$ cat src/hdl/hvn_pkg.sv
`timescale 1ns / 1ps
`default_nettype none

package hvn_pkg;

   // grid geometry
   localparam int MAX_SIDE    = 64;
   localparam int STORE_DEPTH = MAX_SIDE * MAX_SIDE;
   localparam int STORE_AW    = $clog2(STORE_DEPTH);
   localparam int SIDE_W      = 7;
   localparam int INDEX_W     = 12;
   localparam int QSIZE_W     = 12;
   localparam int HEIGHT_W    = 16;
   localparam int NORM_W      = 16;
   localparam int CSR_AW      = 2;
   localparam int CSR_DW      = 12;

   // shared multiplier operand and product widths
   localparam int MUL_W  = 32;
   localparam int PROD_W = 2 * MUL_W;

   // request kinds
   localparam logic REQ_WRITE = 1'b0;
   localparam logic REQ_QUERY = 1'b1;

   // register indexes
   localparam logic [CSR_AW-1:0] CSR_VERTS_PER_SIDE = 2'd0;
   localparam logic [CSR_AW-1:0] CSR_QUAD_SIZE      = 2'd1;

   // reset values of the registers
   localparam logic [SIDE_W-1:0]  VERTS_RESET = 7'd64;
   localparam logic [QSIZE_W-1:0] QSIZE_RESET = 12'd100;

   // unit z in Q1.15, saturated
   localparam logic signed [NORM_W-1:0] NORM_ONE = 16'sd32767;

   typedef struct packed {
      logic                        req_type;
      logic [INDEX_W-1:0]          vertex_index;
      logic signed [HEIGHT_W-1:0]  height;
   } hvn_req_type;

   typedef struct packed {
      logic signed [NORM_W-1:0] normal_x;
      logic signed [NORM_W-1:0] normal_y;
      logic signed [NORM_W-1:0] normal_z;
      logic                     on_edge;
   } hvn_rsp_type;

   // height store port request
   typedef struct packed {
      logic                        wr_en;
      logic [STORE_AW-1:0]         wr_addr;
      logic signed [HEIGHT_W-1:0]  wr_data;
      logic [STORE_AW-1:0]         rd_addr;
   } hvn_st_req_type;

endpackage

`default_nettype wire

$ cat src/hdl/hvn_mul.sv
`timescale 1ns / 1ps
`default_nettype none

module hvn_mul (
   input  wire logic                          clock,
   input  wire logic [hvn_pkg::MUL_W-1:0]     opa,
   input  wire logic [hvn_pkg::MUL_W-1:0]     opb,
   output logic [hvn_pkg::PROD_W-1:0]         prod
);
   import hvn_pkg::*;

   logic [PROD_W-1:0] prod_ff;

   // registered unsigned product
   always_ff @(posedge clock) begin
      prod_ff <= PROD_W'(opa) * PROD_W'(opb);
   end

   assign prod = prod_ff;

endmodule

`default_nettype wire

$ cat config.mk
export PLATFORM = sky130hd
export DESIGN_NAME = hvn_mul
export DESIGN_NICKNAME = d
export VERILOG_FILES = /design/src/hdl/hvn_pkg.sv /design/src/hdl/hvn_mul.sv
export SDC_FILE = /design/constraint.sdc
export NUM_CORES = 2
export LEC_CHECK = 0
export ABC_AREA = 1
export ABC_CLOCK_PERIOD_IN_PS = 19900
export BUFFER_PORTS_ARGS = -buffer_cell sky130_fd_sc_hd__buf_4
export CAP_MARGIN = 10
export CORE_ASPECT_RATIO = 1.1
export CORE_UTILIZATION = 49
export CTS_BUF_LIST = sky130_fd_sc_hd__clkbuf_8
export CTS_CLUSTER_SIZE = 14
export DETAILED_ROUTE_END_ITERATION = 10
export HOLD_SLACK_MARGIN = 0.03
export PLACE_DENSITY_LB_ADDON = 0.15
export SYNTH_ARGS = -nofsm -noshare
export SYNTH_HDL_FRONTEND = slang
export SYNTH_SLANG_ARGS = --single-unit
$ cat constraint.sdc
create_clock -name clock -period 19.9 [get_ports clock]
set_clock_uncertainty 0.1 [all_clocks]
set_input_delay 3.98 -clock clock [delete_from_list [all_inputs] [get_ports clock]]
set_output_delay 3.98 -clock clock [all_outputs]
set_load 0.03 [all_outputs]
# Word-level counts from Yosys, hierarchy flattened
# Index checks and enable logic that the tools add are counted.
# Widths: inputs -> output; s select.
[op_classes]
mul = 1
[ops]
columns = ["op", "n"]
rows = [
  ["$mul 32x32->64", 1],
]
[word_totals]
reg_bits = 64
output_inout_bits = 64

# Depth between registers and ports, before layout
[depth]
ltp_word = 1
ltp_mapped = 30
depth_no_buf = 29

# Worst setup path after synthesis
# OpenSTA, ideal clock, no wires.
[synth_path]
path_kind = "input to register"
from = "input port opa[25] (netlist name)"
to = "register prod_ff[60], in the netlist prod[60]"
t_required_ps = 19688
t_arrival_ps = 9682
path_slack_ps = 10006
path_stages = 26
path_buffers = 1
setup_time_ps = 112
path_cell_list = "clkbuf_1 nand2_1 fa_1 inv_1 fa_1 inv_1 fa_1 inv_1 fa_1 fa_1 fa_1 fa_1 inv_1 fa_1 inv_1 ha_1 nand2_1 nand2_1 a21oi_1 nand2_1 nand2_1 nand2_1 a21oi_1 nand2_1 nand2_1 nand2_1"
[synth_via]
elab_chain_cells = 1
[synth_lines]
columns = ["element", "line_no", "source"]
rows = [
  ["start: declaration", "hvn_mul.sv:6", "input wire logic [hvn_pkg::MUL_W-1:0] opa,"],
  ["$mul 32x32->64", "hvn_mul.sv:16", "prod_ff <= PROD_W'(opa) * PROD_W'(opb);"],
  ["end signal: assignment", "hvn_mul.sv:16", ""],
  ["end: declaration", "hvn_mul.sv:12", "logic [PROD_W-1:0] prod_ff;"],
]
# No other way between the ends.

# Worst setup path after layout
[layout_path]
from = "input port opa[7] (netlist name)"
to = "register prod_ff[32], in the netlist prod[32]"
# Same word-level chain as after synthesis.

==> impl_metrics.tcl <==
set metrics [dict create \
    period_needed_ps 10540 \
    io_pins 129 \
    hp-class "primary input to flip-flop" \
    initial_core_util 0.499 \
    crit_slowest_cell "fa_1" \
    dr.pass1.iters 5 \
    worstPathMaxFanout 32 \
    synthTopCellsByCount "inv_1, nand2_1, fa_1" \
    drt-vias-per-instance 4.85 \
    yosysMostFrequentCell "inv_1" \
    hold_viol_final 0 \
    seq_area_frac_synth 0.0343 \
    grt_pass1_wl_um 167000 \
    synth_top_area_share 0.480 \
    end_kind "flip-flop" \
    status "finished clean" \
    grt-ovfl-total 0 \
    whs_path_depth 3 \
    regArea_mm2 0.00128 \
    gp_congestion 0.961 \
    synth_cell_type_count 23 \
    rsz0062_at_grt "false" \
    cts_made_buffers 9 \
    antenna_found_initial 0 \
    drt_wl_total_um 102000 \
    critPathArrivalTime_ps 10680 \
    yosysTopAreaCell "fa_1" \
    cts-resized-gates 0 \
    required_ps 20030 \
    setup_viol 0 \
    multiInputGateArea_mm2 0.0289 \
    dieArea_mm2 0.0774 \
    cpPeakStageDelay_ps 550 \
    io_buffers 128 \
    cp_cell_sequence "buf_4 > nand2_1 > fa_1 > inv_1 > fa_1 > inv_1 > fa_1 > inv_1 > fa_1 > fa_1 > fa_1 > fa_1 > fa_1 > ha_1 > nand2_1 > nor2_1 > inv_2 > nor2_4 > inv_2 > o21bai_2 > inv_1 > nand2_1 > xor2_1" \
    root_buffer "clkbuf_8" \
    die_h_um 292 \
    largest_reg_flops 64 \
    grt_max_degree 33 \
    drc 0 \
    drive_gt1_frac 0.0416 \
    cts.sinks 64 \
    cts_max_level 3 \
    grtUsageTotal 0.278 \
    num-nets-final 6194 \
    nFillCells 7464 \
    yosys_most_used_dff "dfxtp_1" \
    syn_avg_cell_area_um2 7.45 \
    coreArea_mm2 0.0750 \
    first_iter_violations 1781 \
    postCtsSetupBuffers 0 \
    maxCapViolCount 0 \
    cts_tree "yes" \
    cp-start-kind "primary input" \
    worst_pin_slew_ps 541 \
    path_clk_slew_ps 80 \
    grt_pass1_vias 30700 \
    yosysWarnings 0 \
    synthCells 5023 \
    vias 29000 \
    cts_hold_buf 0 \
    synthToLayoutAreaGrowth_pct 4.54 \
    tns_ps 0 \
    yosys-top-cells-area "fa_1, inv_1, nand2_1" \
    synth.cell_area_mm2 0.0374 \
    antenna_cells 0 \
    ys_seq_elements 64 \
    routedWlPerCell_um 17.0 \
    rows 105 \
    period_share 0.530 \
    fmaxAchievable_mhz 94.9 \
    dp_hpwl_um 85400 \
    crit_top_cell "fa_1" \
    synth_enable_flop_cells 0 \
    dieWidth_um 265 \
    syn_nets 6247 \
    slew_violations 0 \
    antenna_left 0 \
    clockBufferDepth 2 \
    async_flop_share 0 \
    slew_headroom 0.639 \
    path_class "primary input to flip-flop" \
]
[final timing paths]
check | startpoint | end
worst max-delay path | opa[7] | prod[32]
worst min-delay path | opb[0] | prod[0]
[area by class of cell]
type	count	area share
multi-input cells	3032	0.739
inverters	1735	0.167
flip-flops and latches	64	0.0328
well taps	1016	0.0325
repair buffers	128	0.0246
clock buffers	9	0.00317
clock inverters	6	0.00157
[placed cells by master (no fill, tap or decap)]
master / synthesis / routed
bufinv_16: 0 / 1
nand3_2: 9 / 9
nand4_1: 16 / 16
nand2_1: 1566 / 1566
nor3_4: 1 / 1
o21bai_2: 1 / 1
buf_4: 0 / 128
inv_1: 1723 / 1723
clkinv_2: 0 / 3
nand2_2: 15 / 15
nor2_4: 6 / 6
o21bai_1: 11 / 11
nor3_1: 11 / 11
nor3_2: 6 / 6
a21oi_1: 43 / 43
xor2_1: 33 / 33
dfxtp_1: 64 / 64
o21ai_0: 2 / 2
ha_1: 263 / 263
nand3_1: 56 / 56
clkbuf_8: 0 / 9
clkinvlp_4: 0 / 1
xnor2_1: 2 / 2
nor2_1: 81 / 81
fa_1: 896 / 896
inv_2: 12 / 12
nor2_2: 14 / 14
clkinv_4: 0 / 1
[routing by layer]
layer / vias up / wire, um / GRT usage
met5: - / 0 / 0
met4: 0 / 2460 / 0.0622
met3: 141 / 4250 / 0.0170
met2: 766 / 53400 / 0.504
met1: 14600 / 42000 / 0.363
li1: 13500 / - / -
[cell families (layout without fill, tap and decap cells)]
family          Yosys count  in the layout  share of synthesized area
buf+inv                1927           1878                      0.193
simple gates           1781           1781                      0.188
fa+ha+maj              1159           1159                      0.568
flops                    64             64                     0.0343
compound gates           57             57                    0.00853
xor+xnor                 35             35                    0.00820
[through the flow]
stage / cells / setup slack [ps] / hold slack (ps) / util / cell area, um2
6_report: 5990 / 9360 / 3950 / 0.521 / 39100
5_1_grt: 5990 / 9200 / 3980 / 0.521 / 39100
4_1_cts: 5990 / 9430 / 3930 / 0.521 / 39100
3_5_place_dp: 5975 / 9060 / 4310 / 0.519 / 38900
3_3_place_gp: 5975 / 8990 / 4310 / 0.519 / 38900
2_1_floorplan: 5023 / 10010 / 3980 / - / 37400
[critical path: cells and delay by family]
family | cells | cell delay, ps
AO/OA/AOI/OAI | 1 | 160
XOR/XNOR | 1 | 380
adder cells (fa/ha/maj) | 9 | 4520
buffers and inverters | 7 | 760
AND/OR/NAND/NOR | 5 | 820
Power is not shown: default switching activity piles up to over one toggle a cycle in this logic, so the estimate is an artifact.
