`src/hdl/hvn_pkg.sv`:
```
`timescale 1ns / 1ps
`default_nettype none

package hvn_pkg;

   // grid geometry
   localparam int MAX_SIDE    = 64;
   localparam int STORE_DEPTH = MAX_SIDE * MAX_SIDE;
   localparam int STORE_AW    = $clog2(STORE_DEPTH);
   localparam int SIDE_W      = 7;
   localparam int INDEX_W     = 12;
   localparam int QSIZE_W     = 12;
   localparam int HEIGHT_W    = 16;
   localparam int NORM_W      = 16;
   localparam int CSR_AW      = 2;
   localparam int CSR_DW      = 12;

   // shared multiplier operand and product widths
   localparam int MUL_W  = 32;
   localparam int PROD_W = 2 * MUL_W;

   // request kinds
   localparam logic REQ_WRITE = 1'b0;
   localparam logic REQ_QUERY = 1'b1;

   // register indexes
   localparam logic [CSR_AW-1:0] CSR_VERTS_PER_SIDE = 2'd0;
   localparam logic [CSR_AW-1:0] CSR_QUAD_SIZE      = 2'd1;

   // reset values of the registers
   localparam logic [SIDE_W-1:0]  VERTS_RESET = 7'd64;
   localparam logic [QSIZE_W-1:0] QSIZE_RESET = 12'd100;

   // unit z in Q1.15, saturated
   localparam logic signed [NORM_W-1:0] NORM_ONE = 16'sd32767;

   typedef struct packed {
      logic                        req_type;
      logic [INDEX_W-1:0]          vertex_index;
      logic signed [HEIGHT_W-1:0]  height;
   } hvn_req_type;

   typedef struct packed {
      logic signed [NORM_W-1:0] normal_x;
      logic signed [NORM_W-1:0] normal_y;
      logic signed [NORM_W-1:0] normal_z;
      logic                     on_edge;
   } hvn_rsp_type;

   // height store port request
   typedef struct packed {
      logic                        wr_en;
      logic [STORE_AW-1:0]         wr_addr;
      logic signed [HEIGHT_W-1:0]  wr_data;
      logic [STORE_AW-1:0]         rd_addr;
   } hvn_st_req_type;

endpackage

`default_nettype wire

```
`src/hdl/hvn_core.sv`:
```
`timescale 1ns / 1ps
`default_nettype none

module hvn_core (
   input  wire logic                                clock,
   input  wire logic                                reset,
   input  wire logic                                req_acc,
   input  wire hvn_pkg::hvn_req_type                req_word,
   input  wire logic [hvn_pkg::SIDE_W-1:0]          side,
   input  wire logic [hvn_pkg::QSIZE_W-1:0]         qsize,
   output hvn_pkg::hvn_st_req_type                  st_req,
   input  wire logic signed [hvn_pkg::HEIGHT_W-1:0] rd_data,
   output logic [hvn_pkg::MUL_W-1:0]                mul_opa,
   output logic [hvn_pkg::MUL_W-1:0]                mul_opb,
   input  wire logic [hvn_pkg::PROD_W-1:0]          mul_prod,
   output logic                                     rsp_strobe,
   output hvn_pkg::hvn_rsp_type                     rsp_word,
   output logic                                     core_busy
);
   import hvn_pkg::*;

   localparam int CNT_W     = 4;
   localparam int DIV_LAST  = INDEX_W - 1;
   localparam int MAG_W     = 16;
   localparam int N_W       = 15;
   localparam int S_W       = 34;
   localparam int S_LO_W    = 17;
   localparam int TSQ_W     = 2 * N_W;
   localparam int LO_W      = TSQ_W + S_LO_W;
   localparam int RHS_SHIFT = 30;
   localparam int RHS_W     = 2 * MAG_W + RHS_SHIFT;
   localparam int TOTAL_W   = 2 * SIDE_W;

   typedef enum logic [6:0] {
      ST_IDLE = 7'b0000001,
      ST_DIV  = 7'b0000010,
      ST_CHK  = 7'b0000100,
      ST_RD   = 7'b0001000,
      ST_SQ   = 7'b0010000,
      ST_MAG  = 7'b0100000,
      ST_SRCH = 7'b1000000
   } state_type;

   state_type                   state_ff, state_in;
   logic [INDEX_W-1:0]          idx_ff, idx_in;
   logic [INDEX_W-1:0]          dvd_ff, dvd_in;
   logic [INDEX_W-1:0]          quo_ff, quo_in;
   logic [SIDE_W-1:0]           rem_ff, rem_in;
   logic [CNT_W-1:0]            cnt_ff, cnt_in;
   logic [1:0]                  ph_ff, ph_in;
   logic [1:0]                  comp_ff, comp_in;
   logic signed [HEIGHT_W-1:0]  hgt_ff [4];
   logic signed [HEIGHT_W-1:0]  hgt_in [4];
   logic [S_W-1:0]              s_ff, s_in;
   logic [RHS_W-1:0]            rhs_ff, rhs_in;
   logic [N_W-1:0]              n_ff, n_in;
   logic [TSQ_W-1:0]            tsq_ff, tsq_in;
   logic [LO_W-1:0]             lo_ff, lo_in;
   hvn_rsp_type                 res_ff, res_in;
   logic                        strobe_ff, strobe_in;

   logic [TOTAL_W-1:0]          total;
   logic                        in_range;
   logic [SIDE_W:0]             trial;
   logic                        trial_ge;
   logic [SIDE_W:0]             trial_sub;
   logic [SIDE_W-1:0]           side_m1;
   logic                        on_border;
   logic signed [HEIGHT_W:0]    a_val, b_val, a_neg, b_neg;
   logic [MAG_W-1:0]            abs_a, abs_b, c_val, mag;
   logic                        neg;
   logic [N_W-1:0]              t_val, n_new;
   logic [PROD_W-1:0]           prod_sum;
   logic                        fits;
   logic [S_W-1:0]              s_sum;
   logic signed [NORM_W-1:0]    sres;

   // range check against side squared
   assign total    = TOTAL_W'(side) * TOTAL_W'(side);
   assign in_range = (side != '0) &&
                     (TOTAL_W'(req_word.vertex_index) < total);

   // one restoring divide step
   assign trial     = {rem_ff, dvd_ff[INDEX_W-1]};
   assign trial_ge  = trial >= {1'b0, side};
   assign trial_sub = trial - {1'b0, side};

   // border test on row and column
   assign side_m1   = side - 1'b1;
   assign on_border = (quo_ff == '0) || (rem_ff == '0) ||
                      (quo_ff == INDEX_W'(side_m1)) || (rem_ff == side_m1);

   // central differences and their magnitudes
   assign a_val = (HEIGHT_W+1)'(hgt_ff[0]) - (HEIGHT_W+1)'(hgt_ff[1]);
   assign b_val = (HEIGHT_W+1)'(hgt_ff[2]) - (HEIGHT_W+1)'(hgt_ff[3]);
   assign a_neg = -a_val;
   assign b_neg = -b_val;
   assign abs_a = a_val[HEIGHT_W] ? a_neg[MAG_W-1:0] : a_val[MAG_W-1:0];
   assign abs_b = b_val[HEIGHT_W] ? b_neg[MAG_W-1:0] : b_val[MAG_W-1:0];
   assign c_val = MAG_W'({qsize, 1'b0});

   // component being scaled: x from -a, y from -b, z from 2q
   always_comb begin
      case (comp_ff)
         2'd0: begin
            mag = abs_a;
            neg = !a_val[HEIGHT_W];
         end
         2'd1: begin
            mag = abs_b;
            neg = !b_val[HEIGHT_W];
         end
         default: begin
            mag = c_val;
            neg = 1'b0;
         end
      endcase
   end

   // bit search: keep the trial bit when t^2 * s <= mag^2 * 2^30
   assign t_val    = n_ff | (N_W'(1) << cnt_ff);
   assign prod_sum = {mul_prod[LO_W-1:0], {S_LO_W{1'b0}}} + PROD_W'(lo_ff);
   assign fits     = prod_sum <= PROD_W'(rhs_ff);
   assign n_new    = fits ? t_val : n_ff;
   assign sres     = neg ? (NORM_W'(0) - NORM_W'(n_new)) : NORM_W'(n_new);
   assign s_sum    = s_ff + mul_prod[S_W-1:0];

   // multiplier operand select
   always_comb begin
      mul_opa = '0;
      mul_opb = '0;
      unique case (state_ff)
         ST_SQ: begin
            case (cnt_ff)
               4'd0: begin
                  mul_opa = MUL_W'(abs_a);
                  mul_opb = MUL_W'(abs_a);
               end
               4'd1: begin
                  mul_opa = MUL_W'(abs_b);
                  mul_opb = MUL_W'(abs_b);
               end
               4'd2: begin
                  mul_opa = MUL_W'(c_val);
                  mul_opb = MUL_W'(c_val);
               end
               default: begin
                  mul_opa = '0;
                  mul_opb = '0;
               end
            endcase
         end
         ST_MAG: begin
            mul_opa = MUL_W'(mag);
            mul_opb = MUL_W'(mag);
         end
         ST_SRCH: begin
            case (ph_ff)
               2'd0: begin
                  mul_opa = MUL_W'(t_val);
                  mul_opb = MUL_W'(t_val);
               end
               2'd1: begin
                  mul_opa = MUL_W'(mul_prod[TSQ_W-1:0]);
                  mul_opb = MUL_W'(s_ff[S_LO_W-1:0]);
               end
               2'd2: begin
                  mul_opa = MUL_W'(tsq_ff);
                  mul_opb = MUL_W'(s_ff[S_W-1:S_LO_W]);
               end
               default: begin
                  mul_opa = '0;
                  mul_opb = '0;
               end
            endcase
         end
         default: begin
            mul_opa = '0;
            mul_opb = '0;
         end
      endcase
   end

   // height store requests
   always_comb begin
      st_req.wr_en   = req_acc && (req_word.req_type == REQ_WRITE) && in_range;
      st_req.wr_addr = STORE_AW'(req_word.vertex_index);
      st_req.wr_data = req_word.height;
      case (cnt_ff)
         4'd0:    st_req.rd_addr = STORE_AW'(idx_ff + INDEX_W'(side));
         4'd1:    st_req.rd_addr = STORE_AW'(idx_ff - INDEX_W'(side));
         4'd2:    st_req.rd_addr = STORE_AW'(idx_ff + 1'b1);
         default: st_req.rd_addr = STORE_AW'(idx_ff - 1'b1);
      endcase
   end

   // sequencer
   always_comb begin
      state_in  = state_ff;
      idx_in    = idx_ff;
      dvd_in    = dvd_ff;
      quo_in    = quo_ff;
      rem_in    = rem_ff;
      cnt_in    = cnt_ff;
      ph_in     = ph_ff;
      comp_in   = comp_ff;
      hgt_in    = hgt_ff;
      s_in      = s_ff;
      rhs_in    = rhs_ff;
      n_in      = n_ff;
      tsq_in    = tsq_ff;
      lo_in     = lo_ff;
      res_in    = res_ff;
      strobe_in = 1'b0;
      unique case (state_ff)
         ST_IDLE: begin
            if (req_acc && (req_word.req_type == REQ_QUERY)) begin
               idx_in = req_word.vertex_index;
               if (!in_range) begin
                  res_in    = '{normal_x: '0, normal_y: '0, normal_z: NORM_ONE, on_edge: 1'b1};
                  strobe_in = 1'b1;
               end else begin
                  dvd_in   = req_word.vertex_index;
                  quo_in   = '0;
                  rem_in   = '0;
                  cnt_in   = '0;
                  state_in = ST_DIV;
               end
            end
         end
         ST_DIV: begin
            rem_in = trial_ge ? trial_sub[SIDE_W-1:0] : trial[SIDE_W-1:0];
            quo_in = {quo_ff[INDEX_W-2:0], trial_ge};
            dvd_in = dvd_ff << 1;
            cnt_in = cnt_ff + 1'b1;
            if (cnt_ff == CNT_W'(DIV_LAST)) begin
               state_in = ST_CHK;
            end
         end
         ST_CHK: begin
            if (on_border) begin
               res_in    = '{normal_x: '0, normal_y: '0, normal_z: NORM_ONE, on_edge: 1'b1};
               strobe_in = 1'b1;
               state_in  = ST_IDLE;
            end else begin
               cnt_in   = '0;
               state_in = ST_RD;
            end
         end
         ST_RD: begin
            if (cnt_ff != '0) begin
               hgt_in[2'(cnt_ff - 1'b1)] = rd_data;
            end
            cnt_in = cnt_ff + 1'b1;
            if (cnt_ff == 4'd4) begin
               cnt_in   = '0;
               s_in     = '0;
               state_in = ST_SQ;
            end
         end
         ST_SQ: begin
            if (cnt_ff != '0) begin
               s_in = s_sum;
            end
            cnt_in = cnt_ff + 1'b1;
            if (cnt_ff == 4'd3) begin
               if (s_sum == '0) begin
                  // flat with zero quad size: no direction
                  res_in    = '{normal_x: '0, normal_y: '0, normal_z: '0, on_edge: 1'b0};
                  strobe_in = 1'b1;
                  state_in  = ST_IDLE;
               end else begin
                  comp_in  = '0;
                  ph_in    = '0;
                  state_in = ST_MAG;
               end
            end
         end
         ST_MAG: begin
            if (ph_ff == '0) begin
               ph_in = 2'd1;
            end else begin
               rhs_in   = {mul_prod[2*MAG_W-1:0], {RHS_SHIFT{1'b0}}};
               n_in     = '0;
               cnt_in   = CNT_W'(N_W - 1);
               ph_in    = '0;
               state_in = ST_SRCH;
            end
         end
         ST_SRCH: begin
            case (ph_ff)
               2'd0: ph_in = 2'd1;
               2'd1: begin
                  tsq_in = mul_prod[TSQ_W-1:0];
                  ph_in  = 2'd2;
               end
               2'd2: begin
                  lo_in = mul_prod[LO_W-1:0];
                  ph_in = 2'd3;
               end
               default: begin
                  n_in  = n_new;
                  ph_in = '0;
                  if (cnt_ff == '0) begin
                     case (comp_ff)
                        2'd0:    res_in.normal_x = sres;
                        2'd1:    res_in.normal_y = sres;
                        default: res_in.normal_z = sres;
                     endcase
                     if (comp_ff == 2'd2) begin
                        res_in.on_edge = 1'b0;
                        strobe_in      = 1'b1;
                        state_in       = ST_IDLE;
                     end else begin
                        comp_in  = comp_ff + 1'b1;
                        state_in = ST_MAG;
                     end
                  end else begin
                     cnt_in = cnt_ff - 1'b1;
                  end
               end
            endcase
         end
         default: state_in = ST_IDLE;
      endcase
   end

   always_ff @(posedge clock) begin
      if (reset) begin
         state_ff  <= ST_IDLE;
         strobe_ff <= 1'b0;
      end else begin
         state_ff  <= state_in;
         strobe_ff <= strobe_in;
      end
   end

   always_ff @(posedge clock) begin
      idx_ff  <= idx_in;
      dvd_ff  <= dvd_in;
      quo_ff  <= quo_in;
      rem_ff  <= rem_in;
      cnt_ff  <= cnt_in;
      ph_ff   <= ph_in;
      comp_ff <= comp_in;
      hgt_ff  <= hgt_in;
      s_ff    <= s_in;
      rhs_ff  <= rhs_in;
      n_ff    <= n_in;
      tsq_ff  <= tsq_in;
      lo_ff   <= lo_in;
      res_ff  <= res_in;
   end

   assign rsp_strobe = strobe_ff;
   assign rsp_word   = res_ff;
   assign core_busy  = (state_ff != ST_IDLE);

endmodule

`default_nettype wire

```
`config.mk`:
```
export PLATFORM = sky130hd
export DESIGN_NAME = hvn_core
export DESIGN_NICKNAME = d
export VERILOG_FILES = /design/src/hdl/hvn_pkg.sv /design/src/hdl/hvn_core.sv
export SDC_FILE = /design/constraint.sdc
export NUM_CORES = 1
export LEC_CHECK = 0
export ABC_CLOCK_PERIOD_IN_PS = 16200
export BUFFER_PORTS_ARGS = -buffer_cell sky130_fd_sc_hd__buf_2
export CORE_ASPECT_RATIO = 2
export CORE_UTILIZATION = 35
export CTS_BUF_LIST = sky130_fd_sc_hd__clkbuf_4
export DETAILED_ROUTE_END_ITERATION = 12
export PLACE_DENSITY = 0.59
export SLEW_MARGIN = 25
export SYNTH_ARGS = -nofsm -noshare
export SYNTH_HDL_FRONTEND = slang
export SYNTH_SLANG_ARGS = --single-unit
export TNS_END_PERCENT = 1
```
`constraint.sdc`:
```
create_clock -name clock -period 16.2 [get_ports clock]
set_input_delay 2.43 -clock clock [delete_from_list [all_inputs] [get_ports clock]]
set_output_delay 2.43 -clock clock [all_outputs]
set_load 0.02 [all_outputs]
```
# After elaboration in Yosys (flattened, before gate mapping)
# Index checks and enable logic that the tools add are counted.
# op_classes
add_sub_neg	16
n_mul	1
n_lt_le_gt_ge	5
eq_ne	39
shifts	1
mux	81
n_bitwise	4
n_reduce_logical	44
# op_table
operator	n
$mux 49	7
$pmux 49 s4	1
$pmux 32 s3	2
$mux 16	7
$pmux 30 s3	1
$mux 7	11
$mux 34	2
$pmux 34 s2	1
$add 64x47->64	1
$bwmux 64	1
$le 64x62->1	1
$pmux 17 s3	1
$pmux 7 s7	1
$mux 12	4
$pmux 12 s2	2
$pmux 16 s3	1
$mux 15	3
$ne 2x2->1 const B	18
$pmux 12 s3	1
$reduce_and 9->1	4
$add 34x34->34	1
$logic_not 34->1	1
$sub 16x16->17	2
$demux 16 s2	1
68 further kinds	116
# totals
ff_bits	330
out_inout_bits	156
word_cells	213

# Depth between registers and ports, before layout
# Gate-level depths: netlist of run 1.
# logic_depth
depth_word	9
depth_mapped	34

# Worst setup path before layout of run 1
# Ideal clock, no wire load.
# synth_path
path_type	input to output
startpoint	input port side[0] in the netlist's numbering
endpoint	output port st_req[40] in the netlist's numbering
arrival_time_ns	7.761
t_required_ns	13.770
slack_ns	6.009
stages	23
path_buffers	1
cell_sequence	clkbuf_1 -> nand2_1 -> fa_1 -> fa_1 -> inv_1 -> fa_1 -> inv_1 -> fa_1 -> inv_1 -> ha_1 -> and3_1 -> a21boi_0 -> o31ai_1 -> nand2b_1 -> xnor2_1 -> ha_1 -> nand4_1 -> nor2_1 -> a211o_1 -> nand4b_1 -> o21ai_0 -> a2bb2oi_1 -> and3b_1
# synth_rtl
element	line_no	source
start, declared	hvn_core.sv:9	input wire logic [hvn_pkg::SIDE_W-1:0] side,
end, declared	hvn_core.sv:11	output hvn_pkg::hvn_st_req_type st_req,

==> results.md, run 1 <==
- Hold depth: 2
- Die width: 186 um
- Post-Synthesis Cells: 2413
- Commonest non-fill, non-tap cell in the layout: edfxtp_1
- Standard-cell rows: 134
- Setup TNS Final: 0 ps
- Worst clock skew: 107 ps
- Worst hold margin: 512 ps
- Total clock sinks: 330
- CTS clk-pin slew, worst paths: 60 ps
- Synth Area in Simple Gates: 0.155
- H-tree Lvls: 3
- DRT Pass-1 Iters: 7
- Core Util, Final: 0.397
- CP Launch Type: primary input
- Half-perimeter wire length after placement: 65700 um
- Final setup fails: 0
- Input/output buffers: 220
- Compound-Gate Fraction of Synth Area: 0.187
- Worst Reg-to-Reg Cells: 31
- Clock root cell: clkbuf_4
- Layout cells sized above 1: 0.151
- Final hold vios: 0
- Critical path class: in -> out
- Worst r2r dst: rsp_word[41]
- Max Clk Rate: 0.0894 GHz
- Post-synthesis cell type count: 91
- Netlist Area Pre-Place: 23600 sq um
- Reg-to-Reg Start: lo_ff[21]
- Post-CTS setup buffer count: 0
- Clock latency on the worst-skew pair: 940 ps
- # hold bufs at CTS: 0
- Largest family of logic cells by synthesized area: compound AO/OA/AOI/OAI gates
- Post-synthesis mux area share: 0.00583
- CTS tree: yes
- Crit path time final: 11180 ps
- Hold endpoint: dvd_ff[11]
- Worst min path class: reg -> reg
- Tcrit/Tclk final: 0.690
- GRT Util Overall: 0.245
- Drt total wl: 84200 um
- Worst slack, placed: 4470 ps
- R2R Setup Slk: 6580 ps
- Initial Utilization: 0.354
- Worst setup margin: 5020 ps
- I/O pin cnt: 287
- Initial antenna violation count: 9
- Routability-driven placement congestion ratio: 0.990
- Routed Antenna Nets: 0
- Power per cell area: 95.2 nW/um^2
- Adder-cell area share of the yosys netlist: 0.125
- Commonest cells after routing, fill and taps aside: edfxtp_1, buf_2, nor2_1
- Max-Cap Viols: 0
- Unrepaired setup endpoints after global routing: false
- CTS resizes: 0
- Register area share after synthesis: 0.416
- Actual slew at the worst max-slew pin: 1160 ps
- Total grt overflow: 0
- Syn Area/Cell: 9.78 sq um
- Status: finished clean
- Avg Vias per Cell: 5.67
- DRC Markers: 0
- Die Ht: 369 um
- CTS max path bufs: 3
- Vias in the first global route: 20.4k
- WP data required: 13770 ps
- 1st-iter DRT viols: 1236
- Total core area: 66700 sq um
- CTS buffer count: 81
- First-pass GRT wire length: 123000 um
- EDFF count, synth: 322
- Ys Warns: 0
- Die area: 68500 sq um
- Max VDD drop: 0.113 mV
- Crit end category: output port
- FFs w/ async S/R, synth: 0
- Total leakage power: 0.0105 uW
- Max-slew headroom: 0.217
- Critical Path Fanout Max: 14
- Vias: 20.3k
- Area grow syn2layout: 12.3%
- Seq cells post-synth: 330
- Hold Path Origin: dvd_ff[10]
- Max-slew violations: 0
- Total Nets Final: 2974
- Pin count of the biggest net entering global routing: 51
- Synth Area in XOR/XNOR: 0.0572
- Synth Flop Type: edfxtp_1
- Avg WL per Cell: 23.6 um
- Critical Path AT: 8750 ps
[metrics by stage]
stage	instance area, sq um	cells	total power, uW
6_report	26500	3574	2520
5_1_grt	26500	3569	2650
3_5_place_dp	25400	3421	1780
2_1_floorplan	23700	2429	1540
4_1_cts	26500	3565	2550
3_3_place_gp	25400	3421	1760
[area by class of cell]
cell class	instances	area, sq um
well taps	884	1110
multi-input cells	1811	12600
repair buffers	238	1240
fillers	6757	40200
clock buffers	104	781
inverters	158	593
flip-flops and latches	330	9830
diodes	9	22.5
clock inverters	40	307
[Yosys cell counts (7+ instances only)]
cell | instances | area share
a211o_1 | 10 | 0.0037
a211oi_1 | 23 | 0.0073
a21o_1 | 43 | 0.014
a21oi_1 | 189 | 0.040
a221oi_1 | 31 | 0.012
a22oi_1 | 40 | 0.013
a31oi_1 | 27 | 0.0072
and2_1 | 40 | 0.011
and3_1 | 28 | 0.0074
buf_4 | 45 | 0.014
clkbuf_1 | 76 | 0.012
dfxtp_1 | 8 | 0.0068
edfxtp_1 | 322 | 0.41
fa_1 | 21 | 0.018
ha_1 | 202 | 0.11
inv_1 | 156 | 0.025
mux2i_1 | 7 | 0.0030
nand2_1 | 161 | 0.026
nand2b_1 | 37 | 0.0098
nand3_1 | 41 | 0.0087
nand3b_1 | 9 | 0.0029
nand4_1 | 30 | 0.0080
nor2_1 | 208 | 0.033
nor2b_1 | 35 | 0.0093
nor3_1 | 46 | 0.0098
nor4_1 | 21 | 0.0056
o2111ai_1 | 8 | 0.0030
o211ai_1 | 16 | 0.0051
o21a_1 | 27 | 0.0086
o21ai_0 | 121 | 0.026
o21ai_1 | 8 | 0.0017
o21bai_1 | 14 | 0.0045
o22ai_1 | 19 | 0.0050
o31ai_1 | 13 | 0.0041
o41ai_1 | 10 | 0.0037
or2_2 | 11 | 0.0029
or3_1 | 14 | 0.0037
or4_1 | 10 | 0.0032
xnor2_1 | 106 | 0.039
xor2_1 | 48 | 0.018
[worst max-delay path, cell delays in order]
cell,delay [ps]
buf_2,290
nand2_1,190
fa_1,540
fa_1,550
inv_1,60
fa_1,530
inv_1,60
fa_1,530
inv_1,40
ha_1,330
and3_1,230
a21boi_0,160
o31ai_1,450
nand2b_1,130
xnor2_1,270
ha_1,300
nand4_1,70
nor2_1,50
a211o_1,320
nand4b_1,120
o21ai_0,100
a2bb2oi_1,570
and3b_1,260
buf_2,160
[logic make-up (layout without fill, tap and decap cells)]
family,Yosys count,in the layout
compound gates,673,673
xor+xnor,154,154
flops,330,330
buf+inv,288,540
fa+ha+maj,223,223
simple gates,731,731
other cells,1,26
mux,13,13
[power breakdown]
part	total (uW)	internal (uW)	switching [uW]
Sequential	1020	991	27.0
Clock	763	385	377
Combinational	743	259	484
Total	2520	1640	889
[worst max-delay path by stage]
stage	start	to	slack [ps]	cells after the start
6_report	side[0]	st_req[40]	5020	24
5_1_grt	side[0]	st_req[40]	4590	24
4_1_cts	side[0]	st_req[40]	4990	24
3_5_place_dp	mul_prod[4]	rsp_word[41]	4470	32
3_3_place_gp	mul_prod[4]	rsp_word[25]	4560	32
2_1_floorplan	side[0]	st_req[40]	6010	23
[flip-flops by register name, summed over array words and instances (netlist names)]
register and count:
quo_ff 12, idx_ff 12, rsp_word 49, tsq_ff 30
cnt_ff 4, comp_ff 2, state_ff 7, rhs_ff 32
lo_ff 47, dvd_ff 12, hgt_ff 64, ph_ff 2
n_ff 15, rem_ff 7, s_ff 34, rsp_strobe 1
[per-layer routing]
layer	vias up	track usage	share of wire	routed length, um
li1	9377	-	-	-
met4	6	0.202	0.089	7520
met3	289	0.0562	0.067	5670
met2	832	0.442	0.51	43000
met5	-	0	0.00055	46
met1	9749	0.232	0.33	27900
No activity file was read; power rests on OpenSTA's default activity.
==> inputs of run 2 (changes only) <==
Settings changed: ABC_CLOCK_PERIOD_IN_PS 16200 to 10630.
Clock period 16.2 ns to 10.63 ns, I/O delays scaled along.
==> results.md, run 2 (synthesis results as in run 1) <==
- Total Nets Final: 2981
- CTS tree: yes
- Tcrit/Tclk final: 0.858
- Reg power frac: 0.394
- DRC Markers: 0
- Total leakage power: 0.0106 uW
- First-pass GRT wire length: 122000 um
- Total core area: 66700 sq um
- Die Ht: 369 um
- Max-slew headroom: 0.282
- Routability-driven placement congestion ratio: 0.978
- CP max stage cell: fa_1
- Post-CTS setup buffer count: 0
- Max Clk Rate: 0.110 GHz
- Pin count of the biggest net entering global routing: 51
- Most frequent CP cell: fa_1
- Vias in the first global route: 20.6k
- Routed Antenna Nets: 0
- Clock power frac: 0.321
- Unrepaired setup endpoints after global routing: false
- Half-perimeter wire length after placement: 65300 um
- Most flops, register: hgt_ff
- Total power: 3940 uW
- GRT Util Overall: 0.244
- CTS resizes: 0
- Worst clock skew: 85.6 ps
- Initial Utilization: 0.354
- CP Buf/Inv Count: 5
- Input/output buffers: 220
- Worst min path class: reg -> reg
- Avg Vias per Cell: 5.68
- CTS clk-pin slew, worst paths: 70 ps
- Total clock sinks: 330
- Critical Path AT: 7520 ps
- I/O pin cnt: 287
- Crit end category: output port
- Commonest cells after routing, fill and taps aside: edfxtp_1, buf_2, nor2_1
- Total grt overflow: 0
- Filler Cell Count: 6744
- Clock latency on the worst-skew pair: 950 ps
- DRT Pass-1 Iters: 7
- Setup TNS Final: 0 ps
- Area grow syn2layout: 12.9%
- Die width: 186 um
- Initial antenna violation count: 10
- Crit path time final: 9120 ps
- # hold bufs at CTS: 0
- Final setup fails: 0
- Drt total wl: 83500 um
- Max-slew violations: 0
- Actual slew at the worst max-slew pin: 1080 ps
- CP Launch Type: primary input
- CTS max path bufs: 3
- Crit-path cells: buf_2 -> nand2_1 -> fa_1 -> fa_1 -> inv_1 -> fa_1 -> inv_1 -> fa_1 -> inv_1 -> ha_1 -> and3_1 -> a21boi_0 -> o31ai_1 -> nand2b_1 -> xnor2_1 -> ha_1 -> nand4_1 -> nor2_1 -> a211o_1 -> nand4b_1 -> o21ai_0 -> a2bb2oi_1 -> and3b_1 -> buf_2
- 1st-iter DRT viols: 1210
- Commonest non-fill, non-tap cell in the layout: edfxtp_1
- Crit-path leading delay family: adder cells
- Vias: 20.3k
- WP data required: 9040 ps
- Status: finished clean
- Max stage delay on crit path: 540 ps
- Critical path class: in -> out
- Final hold vios: 0
- Standard-cell rows: 134
- Psw: 1380 uW
- Switching share of power: 0.349
- Max-Cap Viols: 0
- H-tree Lvls: 3
- Max reg flops: 64
- Power per cell area: 148 nW/um^2
- Layout cells sized above 1: 0.157
- CTS buffer count: 85
- Clock root cell: clkbuf_4
- Critical Path Fanout Max: 14
- Max VDD drop: 0.157 mV
- Avg WL per Cell: 23.3 um
- Int Power: 2560 uW
- Die area: 68500 sq um
- Logic gate share of total power: 0.286
[run 2: cell count changes in the layout (fill, tap and decap cells not counted), moves of 2 or more]
| cell | before | now |
|---|---|---|
| bufinv_16 | 5 | 7 |
| clkinv_2 | 5 | 14 |
| inv_2 | 3 | 1 |
| clkinv_1 | 25 | 19 |
| clkbuf_4 | 104 | 107 |
| buf_4 | 18 | 21 |
[run 2: final cells by class]
class,instances,area (sq um),share of cell area
Antenna cell,9,22.5,0.000845
Clock buffer,107,803,0.0301
Clock inverter,45,400,0.0150
Inverter,158,593,0.0223
Multi-Input combinational cell,1811,12600,0.474
Sequential cell,330,9830,0.369
Tap cell,884,1110,0.0415
Timing Repair Buffer,241,1260,0.0472
[run 2: routing by layer]
layer | GRT usage | share of wire | vias to the layer above
met2 | 0.445 | 0.51 | 819
met3 | 0.0527 | 0.064 | 290
li1 | - | - | 9409
met5 | 0 | 0.0010 | -
met1 | 0.230 | 0.34 | 9815
met4 | 0.195 | 0.084 | 12
[run 2: stage by stage]
stage	instances	hold slack, ps	cell area (sq um)	util	setup slack, ps
3_5_place_dp	3424	494	25400	0.381	961
2_1_floorplan	2429	484	23700	-	2110
3_3_place_gp	3424	497	25400	0.381	1010
6_report	3585	508	26700	0.399	1510
5_1_grt	3580	519	26600	0.399	1280
4_1_cts	3576	513	26600	0.399	1520
[run 2: power by group through the flow]
stage | Clock (uW) | Combinational (uW) | Sequential [uW]
floorplan | 0 | 732 | 1610
global placement | 0 | 1100 | 1580
detailed placement | 0 | 1120 | 1580
CTS | 1300 | 1130 | 1550
global route | 1360 | 1230 | 1560
finish | 1260 | 1120 | 1550
[run 2: path summary, 6_finish.rpt]
check / start / end / slack (ps) / cells after the start
worst min register to register: dvd_ff[10] / dvd_ff[11] / 510 / 2
worst min-delay path: dvd_ff[10] / dvd_ff[11] / 510 / 2
worst max-delay path: side[0] / st_req[40] / 1510 / 24
worst max register to register: lo_ff[26] / rsp_word[9] / 2140 / 32
[run 2: tightest hold or removal path, cell delays in order (launching register included)]
cell      delay [ps]
edfxtp_1         320
nand2_1           40
nand2_1           40
==> inputs of run 3 (changes only) <==
Settings changed: REMOVE_ABC_BUFFERS set to 1.
==> results.md, run 3 (synthesis results as in run 1) <==
- Routing usage on met3: 0.0479
- CP max stage cell: a2bb2oi_1
- Total grt overflow: 0
- Die width: 186 um
- CP Launch Type: primary input
- I/O pin cnt: 287
- Max VDD drop: 0.167 mV
- Total clock sinks: 330
- Unrepaired setup endpoints after global routing: false
- Most frequent CP cell: fa_1
- CTS resizes: 0
- Max-slew violations: 0
- Status: finished clean
- Total Nets Final: 2984
- Die Ht: 369 um
- Pin count of the biggest net entering global routing: 51
- Tcrit/Tclk final: 0.884
- Most flops, register: hgt_ff
- Routability-driven placement congestion ratio: 1.03
- H-tree Lvls: 3
- Critical path class: in -> out
- Commonest non-fill, non-tap cell in the layout: edfxtp_1
- WP data required: 9040 ps
- GRT Util Overall: 0.248
- Half-perimeter wire length after placement: 66400 um
- Die area: 68500 sq um
- Grt met1 use: 0.234
- Initial Utilization: 0.354
- Max Clk Rate: 0.106 GHz
- Layout cells sized above 1: 0.155
- Initial antenna violation count: 6
- GRT met2 Usage: 0.448
- Max stage delay on crit path: 580 ps
- Commonest cells after routing, fill and taps aside: edfxtp_1, buf_2, nor2_1
- Vias: 20.2k
- CTS max path bufs: 3
- Final setup fails: 0
- Setup TNS Final: 0 ps
- Max-slew headroom: 0.343
- Worst min path class: reg -> reg
- Crit-path cells: buf_2 -> nand2_1 -> fa_1 -> fa_1 -> inv_1 -> fa_1 -> inv_1 -> fa_1 -> inv_1 -> ha_1 -> and3_1 -> a21boi_0 -> nor2_1 -> xor2_1 -> ha_1 -> nand2_1 -> a2bb2oi_1 -> a21oi_1 -> a211o_1 -> nand4b_1 -> o21ai_0 -> a2bb2oi_1 -> and3b_1 -> buf_2
- Drt total wl: 85200 um
- Crit-path leading delay family: adder cells
- Crit end category: output port
- CTS clk-pin slew, worst paths: 80 ps
- # hold bufs at CTS: 0
- Final hold vios: 0
- Crit path time final: 9400 ps
- Total leakage power: 0.0106 uW
- 1st-iter DRT viols: 1145
- Power per cell area: 145 nW/um^2
- Total core area: 66700 sq um
- Standard-cell rows: 134
- Total power: 3850 uW
- Critical Path AT: 7800 ps
- Area grow syn2layout: 12.6%
- Input/output buffers: 220
- CP Buf/Inv Count: 5
- First-pass GRT wire length: 123000 um
- Post-CTS setup buffer count: 0
- Avg Vias per Cell: 5.64
- Routed Antenna Nets: 0
- Worst clock skew: 59.0 ps
- GR peak layer: met2
- Avg WL per Cell: 23.8 um
- DRC Markers: 0
- Max-Cap Viols: 0
- Clock root cell: clkbuf_4
- CTS tree: yes
- Max reg flops: 64
- Vias in the first global route: 20.5k
- CTS buffer count: 80
- Clock latency on the worst-skew pair: 900 ps
- DRT Pass-1 Iters: 6
- Critical Path Fanout Max: 14
- Actual slew at the worst max-slew pin: 986 ps
## run 3: changes by cell type in the layout (fill, tap and decap cells not counted), sizes merged
cell	previous run	this run
clkbuf	107	101
clkinvlp	2	0
buf	241	249
bufinv	7	6
clkinv	34	37
diode	9	3
inv	160	159
## run 3: worst reg2reg max path, delay by kind of cell (launching register included)
kind	cells	cell delay, ps
buffers and inverters	2	290
DFF	1	500
adders and majority gates	3	1100
AOI/OAI and AO/OA	16	4600
xor gates and xnor gates	1	300
and+or+nand+nor	9	1010
muxes	1	250
## run 3: final timing paths
path,startpoint,endpoint,slack [ps],cells after the start
setup / recovery,side[0],st_req[40],1230,24
hold / removal,dvd_ff[3],dvd_ff[4],510,2
setup reg to reg,lo_ff[26],rsp_word[41],2250,32
hold reg to reg,dvd_ff[3],dvd_ff[4],510,2
## run 3: final cells by class
| cell class | instances | area [sq um] |
|---|---|---|
| Fill cell | 6768 | 40200 |
| Multi-Input combinational cell | 1811 | 12600 |
| Sequential cell | 330 | 9830 |
| Timing Repair Buffer | 249 | 1320 |
| Tap cell | 884 | 1110 |
| Clock buffer | 101 | 758 |
| Inverter | 158 | 593 |
| Clock inverter | 44 | 348 |
| Antenna cell | 3 | 7.51 |
## run 3: through the flow
| step | area [sq um] | hold WS, ps | instances | setup slack (ps) | utilization |
|---|---|---|---|---|---|
| after floorplan | 23000 | 484 | 2299 | 2440 | - |
| after global placement | 25500 | 498 | 3432 | 1240 | 0.382 |
| final | 26600 | 512 | 3580 | 1230 | 0.398 |
| after CTS | 26600 | 490 | 3577 | 1180 | 0.398 |
| after global routing | 26600 | 527 | 3579 | 837 | 0.398 |
| after detailed placement | 25500 | 504 | 3432 | 1170 | 0.382 |
## run 3: routing by layer
metal / share of wire / wire length (um)
met2: 0.52 / 44100
met4: 0.090 / 7680
met5: 0.00046 / 39
met1: 0.33 / 28200
met3: 0.061 / 5210
## run 3: power breakdown
group / switching, uW / total [uW] / internal (uW)
logic: 735 / 1130 / 397
clock network: 571 / 1170 / 602
registers: 38.3 / 1550 / 1510
total: 1340 / 3850 / 2510
